==> src/rtl/mwcm_pkg.sv <==
package mwcm_pkg;

    localparam int unsigned ANGLE_TABLE_BITS = 10;
    localparam int unsigned ANGLE_QUARTER    = 1 << (ANGLE_TABLE_BITS - 2);

    localparam int unsigned FULL_TURN        = 46080;
    localparam int unsigned HALF_TURN        = FULL_TURN / 2;
    localparam int unsigned ANG_U_W          = 17;
    localparam int unsigned KNUM_W           = ANG_U_W + ANGLE_TABLE_BITS;
    localparam int unsigned KQ_W             = ANGLE_TABLE_BITS + 1;
    localparam int unsigned RECIP_SHIFT      = 32;
    localparam longint unsigned RECIP        = (64'd1 << RECIP_SHIFT) / FULL_TURN;
    localparam int unsigned RECIP_W          = $clog2(RECIP + 1);
    localparam int unsigned KPROD_W          = KNUM_W + RECIP_W;

    localparam longint unsigned PI_HALF_Q30  = 64'd1686629713;
    localparam int unsigned SIN_MAG_W        = 15;
    localparam int unsigned SIN_W            = 16;

    localparam int unsigned SQ_W             = 31;
    localparam int unsigned FOLLOW_SHIFT     = 13;
    localparam int unsigned FOLLOW_ROUND     = 1 << (FOLLOW_SHIFT - 1);
    localparam int unsigned W_W              = 19;

    localparam int unsigned ROT_W            = 32;
    localparam int unsigned MIX_W            = 36;
    localparam int unsigned TIER_W           = 3;
    localparam int unsigned VN_W             = 38;
    localparam int unsigned MAG_W            = 37;
    localparam int unsigned LIMIT_W          = 15;
    localparam int unsigned PROD_W           = MAG_W + LIMIT_W;
    localparam int unsigned TIER_UNIT        = 327680;

    localparam int unsigned DIV_NUM_W        = 54;
    localparam int unsigned DIV_DEN_W        = 38;
    localparam int unsigned DIV_STEPS        = 16;
    localparam int unsigned WHEEL_W          = 16;

    localparam int unsigned PRE_STAGES       = 11;
    localparam int unsigned VLD_N            = PRE_STAGES + DIV_STEPS;
    localparam int unsigned SIDE_N           = PRE_STAGES + DIV_STEPS - 2;
    localparam int unsigned PIPE_LAT         = PRE_STAGES + DIV_STEPS + 1;

    localparam int unsigned BUF_LOW          = 10;
    localparam int unsigned BUF_MID          = 30;
    localparam int unsigned BUF_HIGH         = 60;
    localparam logic [TIER_W-1:0] TIER_FULL  = 3'd5;
    localparam logic [TIER_W-1:0] TIER_LOW   = 3'd1;
    localparam logic [TIER_W-1:0] TIER_MID   = 3'd2;
    localparam logic [TIER_W-1:0] TIER_HIGH  = 3'd3;

    localparam int unsigned CFG_IDX_W        = 3;
    localparam int unsigned CFG_DATA_W       = 16;
    localparam logic [CFG_IDX_W-1:0] CFG_COEF_LF   = 3'd0;
    localparam logic [CFG_IDX_W-1:0] CFG_COEF_RF   = 3'd1;
    localparam logic [CFG_IDX_W-1:0] CFG_COEF_LB   = 3'd2;
    localparam logic [CFG_IDX_W-1:0] CFG_COEF_RB   = 3'd3;
    localparam logic [CFG_IDX_W-1:0] CFG_MAX_SPEED = 3'd4;
    localparam logic [CFG_IDX_W-1:0] CFG_SPIN_RATE = 3'd5;

    localparam logic [15:0] COEF_RESET       = 16'd458;
    localparam logic [LIMIT_W-1:0] MAX_RESET = 15'd21200;
    localparam logic [15:0] SPIN_RESET       = 16'd1100;

    typedef enum logic [1:0] {
        MODE_ZERO   = 2'd0,
        MODE_FREE   = 2'd1,
        MODE_FOLLOW = 2'd2,
        MODE_ROTATE = 2'd3
    } t_mode;

    typedef struct packed {
        logic signed [15:0] speed_x;
        logic signed [15:0] speed_y;
        logic signed [15:0] spin_cmd;
        logic signed [15:0] yaw_offset;
        t_mode              mode;
        logic [9:0]         energy_left;
        logic [9:0]         power_cap;
    } t_cmd;

    typedef struct packed {
        logic signed [15:0] wheel_left_front;
        logic signed [15:0] wheel_right_front;
        logic signed [15:0] wheel_left_back;
        logic signed [15:0] wheel_right_back;
        logic               motors_enabled;
        logic signed [31:0] spin_used;
    } t_result;

    typedef struct packed {
        logic                  en;
        logic signed [W_W-1:0] w;
    } t_side;

    typedef logic [SIN_MAG_W-1:0] t_sin_tab [ANGLE_QUARTER+1];

    function automatic t_sin_tab f_sin_tab();
        t_sin_tab          tab;
        longint unsigned   x;
        longint unsigned   x2;
        longint unsigned   term;
        longint            sum;
        for (int j = 0; j <= int'(ANGLE_QUARTER); j++) begin
            x = (PI_HALF_Q30 * longint'(j) + (64'd1 << (ANGLE_TABLE_BITS - 3)))
                >> (ANGLE_TABLE_BITS - 2);
            x2 = (x * x) >> 30;
            sum = longint'(x);
            term = ((x * x2) >> 30) / 6;
            sum = sum - longint'(term);
            term = ((term * x2) >> 30) / 20;
            sum = sum + longint'(term);
            term = ((term * x2) >> 30) / 42;
            sum = sum - longint'(term);
            term = ((term * x2) >> 30) / 72;
            sum = sum + longint'(term);
            term = ((term * x2) >> 30) / 110;
            sum = sum - longint'(term);
            term = ((term * x2) >> 30) / 156;
            sum = sum + longint'(term);
            if (sum < 0) begin
                sum = 0;
            end
            sum = (sum + 32768) >>> 16;
            if (sum > 16384) begin
                sum = 16384;
            end
            tab[j] = SIN_MAG_W'(sum);
        end
        return tab;
    endfunction

    localparam t_sin_tab SIN_TAB = f_sin_tab();

    function automatic logic signed [SIN_W-1:0] f_wave(input logic [ANGLE_TABLE_BITS-1:0] k);
        logic [1:0]                    quad;
        logic [ANGLE_TABLE_BITS-2:0]   r;
        logic [ANGLE_TABLE_BITS-2:0]   idx;
        logic [SIN_MAG_W-1:0]          mag;
        quad = k[ANGLE_TABLE_BITS-1:ANGLE_TABLE_BITS-2];
        r    = {1'b0, k[ANGLE_TABLE_BITS-3:0]};
        idx  = quad[0] ? (ANGLE_TABLE_BITS-1)'(ANGLE_QUARTER) - r : r;
        mag  = SIN_TAB[idx];
        return quad[1] ? -$signed({1'b0, mag}) : $signed({1'b0, mag});
    endfunction

endpackage

==> src/rtl/mwcm_div.sv <==
module mwcm_div (
    input  logic                                  i_clk,
    input  logic [mwcm_pkg::DIV_NUM_W-1:0]        i_num,
    input  logic [mwcm_pkg::DIV_DEN_W-1:0]        i_den,
    input  logic                                  i_neg,
    output logic signed [mwcm_pkg::WHEEL_W-1:0]   o_quot
);

    logic [mwcm_pkg::DIV_NUM_W-1:0] r_rem   [mwcm_pkg::DIV_STEPS];
    logic [mwcm_pkg::DIV_DEN_W-1:0] r_den   [mwcm_pkg::DIV_STEPS];
    logic [mwcm_pkg::DIV_STEPS-1:0] r_quo   [mwcm_pkg::DIV_STEPS];
    logic                           r_neg   [mwcm_pkg::DIV_STEPS];
    logic [mwcm_pkg::DIV_NUM_W-1:0] n_rem   [mwcm_pkg::DIV_STEPS];
    logic [mwcm_pkg::DIV_STEPS-1:0] n_quo   [mwcm_pkg::DIV_STEPS];
    logic [mwcm_pkg::DIV_NUM_W-1:0] cur_rem [mwcm_pkg::DIV_STEPS];
    logic [mwcm_pkg::DIV_DEN_W-1:0] cur_den [mwcm_pkg::DIV_STEPS];
    logic [mwcm_pkg::DIV_STEPS-1:0] cur_quo [mwcm_pkg::DIV_STEPS];
    logic                           cur_neg [mwcm_pkg::DIV_STEPS];
    logic [mwcm_pkg::DIV_NUM_W-1:0] trial   [mwcm_pkg::DIV_STEPS];

    // one restoring step per stage, quotient msb first
    always_comb begin
        cur_rem[0] = i_num;
        cur_den[0] = i_den;
        cur_quo[0] = '0;
        cur_neg[0] = i_neg;
        for (int j = 1; j < int'(mwcm_pkg::DIV_STEPS); j++) begin
            cur_rem[j] = r_rem[j-1];
            cur_den[j] = r_den[j-1];
            cur_quo[j] = r_quo[j-1];
            cur_neg[j] = r_neg[j-1];
        end
        for (int j = 0; j < int'(mwcm_pkg::DIV_STEPS); j++) begin
            trial[j] = mwcm_pkg::DIV_NUM_W'(cur_den[j]) << (mwcm_pkg::DIV_STEPS - 1 - j);
            if (cur_rem[j] >= trial[j]) begin
                n_rem[j] = cur_rem[j] - trial[j];
                n_quo[j] = cur_quo[j]
                         | (mwcm_pkg::DIV_STEPS'(1) << (mwcm_pkg::DIV_STEPS - 1 - j));
            end else begin
                n_rem[j] = cur_rem[j];
                n_quo[j] = cur_quo[j];
            end
        end
    end

    always_ff @(posedge i_clk) begin
        for (int j = 0; j < int'(mwcm_pkg::DIV_STEPS); j++) begin
            r_rem[j] <= n_rem[j];
            r_den[j] <= cur_den[j];
            r_quo[j] <= n_quo[j];
            r_neg[j] <= cur_neg[j];
        end
    end

    assign o_quot = r_neg[mwcm_pkg::DIV_STEPS-1]
                  ? -$signed(r_quo[mwcm_pkg::DIV_STEPS-1])
                  : $signed(r_quo[mwcm_pkg::DIV_STEPS-1]);

endmodule

==> config.mk <==
export PLATFORM = sky130hd
export DESIGN_NAME = mwcm_div
export DESIGN_NICKNAME = d
export VERILOG_FILES = /design/src/rtl/mwcm_pkg.sv /design/src/rtl/mwcm_div.sv
export SDC_FILE = /design/constraint.sdc
export NUM_CORES = 2
export LEC_CHECK = 0
export BUFFER_PORTS_ARGS = -buffer_cell sky130_fd_sc_hd__buf_2
export CAP_MARGIN = 30
export CORE_MARGIN = 3
export CORE_UTILIZATION = 60
export CTS_BUF_LIST = sky130_fd_sc_hd__clkbuf_8
export CTS_CLUSTER_DIAMETER = 60
export CTS_CLUSTER_SIZE = 20
export DETAILED_ROUTE_END_ITERATION = 7
export PLACE_DENSITY = 0.86
export RECOVER_POWER = 50
export SLEW_MARGIN = 20
export SYNTH_ARGS = -nofsm -noshare
export SYNTH_HDL_FRONTEND = slang
export SYNTH_SLANG_ARGS = --single-unit
export TNS_END_PERCENT = 10
==> constraint.sdc <==
create_clock -name i_clk -period 6.3 [get_ports i_clk]
set_input_delay 0 -clock i_clk [delete_from_list [all_inputs] [get_ports i_clk]]
set_output_delay 0 -clock i_clk [all_outputs]
set_load 0.01 [all_outputs]
==> flow_metrics.tcl <==
set metrics [dict create \
    firstDrtPassIters 7 \
    required_ns 7.19 \
    cts_tree "built" \
    fmax_ghz 0.192 \
    maxCapViolCount 0 \
    period_share_pct 82.5 \
    slew_violations 0 \
    ys_seq_elements 1532 \
    synthTopCellsByArea "dfxtp_1, ha_1, a21oi_1" \
    synthArstFlopShare_pct 0 \
    drc 0 \
    worst_slack_ns 1.10 \
    cp-end-kind "flip-flop" \
    p_leak_nw 37.0 \
    finalClockSkew_ns 0.0787 \
    synth_ff_type "dfxtp_1" \
    port_buffers 109 \
    synth-edff-count 0 \
    hold_path.class "input pin to flip-flop" \
    setup_viol 0 \
    synth_top_area_share_pct 41.0 \
    grt_first_pass_wirelength_um 328000 \
    wl_per_cell_um 20.1 \
    relSlewSlack_pct 32.7 \
    vias 62900 \
    status "complete, no violations" \
    power_density_nw_per_um2 523 \
    dp_hpwl_um 156000 \
    rsz0062_at_grt "false" \
    finalSetupTns_ns 0 \
    die_w_um 359 \
    hold_viol 0 \
    dieArea_um2 129000 \
    cts_made_buffers 118 \
    yosysUniqueCellTypes 103 \
    ctsLongestPathBuffers 3 \
    first_iter_violations 5844 \
    die_h_um 359 \
    core-area_um2 123000 \
    antenna_found_initial 11 \
    drive_gt1_share_pct 5.33 \
    cts_resized 0 \
    start_util_pct 61.0 \
    path_max_fanout 44 \
    synthesis.area_um2 74800 \
    place_congestion 1.03 \
    syn_nets 9238 \
    cts.sinks 1532 \
    area_growth_pct 8.95 \
    cts-htree-levels 3 \
    clockRootBuffer "clkbuf_8" \
    clkTransAtPathRegs_ns 0.11 \
    grt_usage_pct 31.3 \
    ant_nets 0 \
    io_pins 110 \
    clk_latency_ns 0.94 \
    dp_slack_ns 1.96 \
    grt_overflow 0 \
    path_class "input pin to flip-flop" \
    yosysSeqAreaShare_pct 41.0 \
    num_rows 128 \
    synth_top_area_cell "dfxtp_1" \
    yosysWarnings 0 \
    startpoint_type "input pin" \
    avgSynthCellArea_um2 8.78 \
    grt_pass1_vias 63300 \
    grt_max_degree 76 \
    viasPerCell 6.04 \
    layout.nets 9409 \
    worst_pin_slew_ns 0.999 \
    ir_drop_uv 304 \
    wl_um 210000 \
    fillCellCount 9588 \
    worstPathArrival_ns 6.08 \
    min_period_ns 5.20 \
    synth_cells 8520 \
]
-- power breakdown --
| part | internal (W) | switching [W] | leakage, nW |
|---|---|---|---|
| combinational | 0.00919 | 0.0128 | 22.6 |
| clock | 0.00245 | 0.00364 | 1.42 |
| sequential | 0.0125 | 0.00194 | 12.9 |
| total | 0.0242 | 0.0184 | 37.0 |
-- synthesized netlist by cell type (15+ instances only) --
| library cell | instances |
|---|---|
| nor2_1 | 527 |
| a21o_1 | 393 |
| dfxtp_1 | 1532 |
| or2_2 | 22 |
| a211oi_1 | 40 |
| xnor2_1 | 340 |
| inv_1 | 770 |
| nor4_1 | 75 |
| a31o_2 | 20 |
| nand2b_1 | 77 |
| ha_1 | 609 |
| and2_1 | 30 |
| mux2_1 | 19 |
| or3_1 | 41 |
| a31oi_1 | 80 |
| o31ai_1 | 46 |
| o21ai_0 | 538 |
| nand3b_1 | 22 |
| nor4b_1 | 16 |
| fa_1 | 15 |
| nand3_1 | 136 |
| o21a_1 | 64 |
| a21oi_1 | 783 |
| a211o_1 | 19 |
| nand2_1 | 694 |
| nor2b_1 | 78 |
| o211ai_1 | 39 |
| nor3_1 | 121 |
| buf_2 | 50 |
| o21ai_1 | 48 |
| or4_1 | 31 |
| a221oi_1 | 18 |
| o21bai_1 | 90 |
| nand4_1 | 168 |
| clkbuf_1 | 233 |
| xor2_1 | 297 |
| and3_1 | 67 |
| mux2_2 | 72 |
-- worst max-delay path: stages --
cell and delay [ns]:
dlygate4sd3_1 0.52, buf_2 0.11, dlygate4sd3_1 0.60, ha_1 0.36, and3b_1 0.25, o2111ai_1 0.31
a311oi_1 0.22, nand3b_1 0.33, o211a_1 0.35, a211o_1 0.33, a311oi_2 0.42, o31a_2 0.81
nand2_1 0.11, dlygate4sd3_1 0.61, o21ai_1 0.13, dlygate4sd3_1 0.60
-- cell type report --
type,instances,area (µm²),share of cell area [%]
antenna,12,30.0,0.0369
clock buffer,128,1760,2.16
clock inverter,81,1050,1.29
inverter,772,2900,3.56
multi-input combinational,5904,40000,49.1
sequential,1532,30700,37.6
tap,1625,2030,2.50
timing repair buffer,363,3000,3.69
-- final timing paths --
kind	start	slack (ns)	cells after the start	to
max reg2reg	r_rem[0][120]$_DFF_P_	1.71	15	r_rem[0][213]$_DFF_P_
min reg2reg	r_den[0][99]$_DFF_P_	0.31	0	r_den[0][137]$_DFF_P_
min	i_den[29]	0.23	3	r_den[0][29]$_DFF_P_
max	i_den[0]	1.10	16	r_rem[0][43]$_DFF_P_
-- per-stage QoR --
stage	cell area [µm²]	util (%)	hold slack, ns	cells	power (W)
floorplan	74800	-	0.0277	8520	0.0304
global placement	76400	62.3	0.117	9972	0.0353
detailed placement	76500	62.3	0.117	9975	0.0358
CTS	81500	66.4	0.00795	10400	0.0420
global route	81500	66.4	0.241	10400	0.0455
finish	81500	66.4	0.235	10400	0.0426
-- cells by family (layout without fill, tap and decap cells) --
| logic type | after synthesis | in the layout | synth area share, % |
|---|---|---|---|
| DFF | 1532 | 1532 | 41.0 |
| xor gates and xnor gates | 637 | 637 | 7.46 |
| other | 0 | 12 | 0 |
| AOI/OAI and AO/OA | 2382 | 2382 | 19.9 |
| adders and majority gates | 624 | 624 | 10.6 |
| and+or+nand+nor | 2160 | 2160 | 13.9 |
| muxes | 101 | 101 | 1.50 |
| buffers and inverters | 1084 | 1344 | 5.64 |
-- repair_timing --
item                      4_1_cts  5_1_grt
hold buffers                  220        0
hold endpoints to repair       94        0
setup buffers                   0        0
-- sequential cells by signal, summed over array words and instances, names as in the netlist --
| signal | flops |
|---|---|
| r_neg | 16 |
| r_quo | 136 |
| r_rem | 810 |
| r_den | 570 |
-- metal layers --
| metal | vias up | track usage, % | part of all wire [%] | wire [µm] |
|---|---|---|---|---|
| li1 | 30000 | - | - | - |
| met1 | 29000 | 30.7 | 35 | 73900 |
| met2 | 2705 | 57.4 | 50 | 105000 |
| met3 | 1097 | 5.21 | 5.4 | 11300 |
| met4 | 4 | 25.8 | 9.4 | 19700 |
| met5 | - | 0 | 0.010 | 22 |
-- cells in the final DEF, fill, tap and decap left out, drive strengths merged, types with 91 or more instances in the layout --
cell	synthesis	routed
dfxtp	1532	1532
nor3	121	121
inv	772	811
mux2	91	91
clkbuf	236	175
xor2	297	297
ha	609	609
nand3	136	136
dlygate4sd3	0	220
o21ai	586	586
a21o	393	393
buf	76	96
nand4	168	168
xnor2	340	340
a21oi	786	786
nor2	527	527
nand2	694	694
Note: power is estimated with default switching activity, not from simulation.
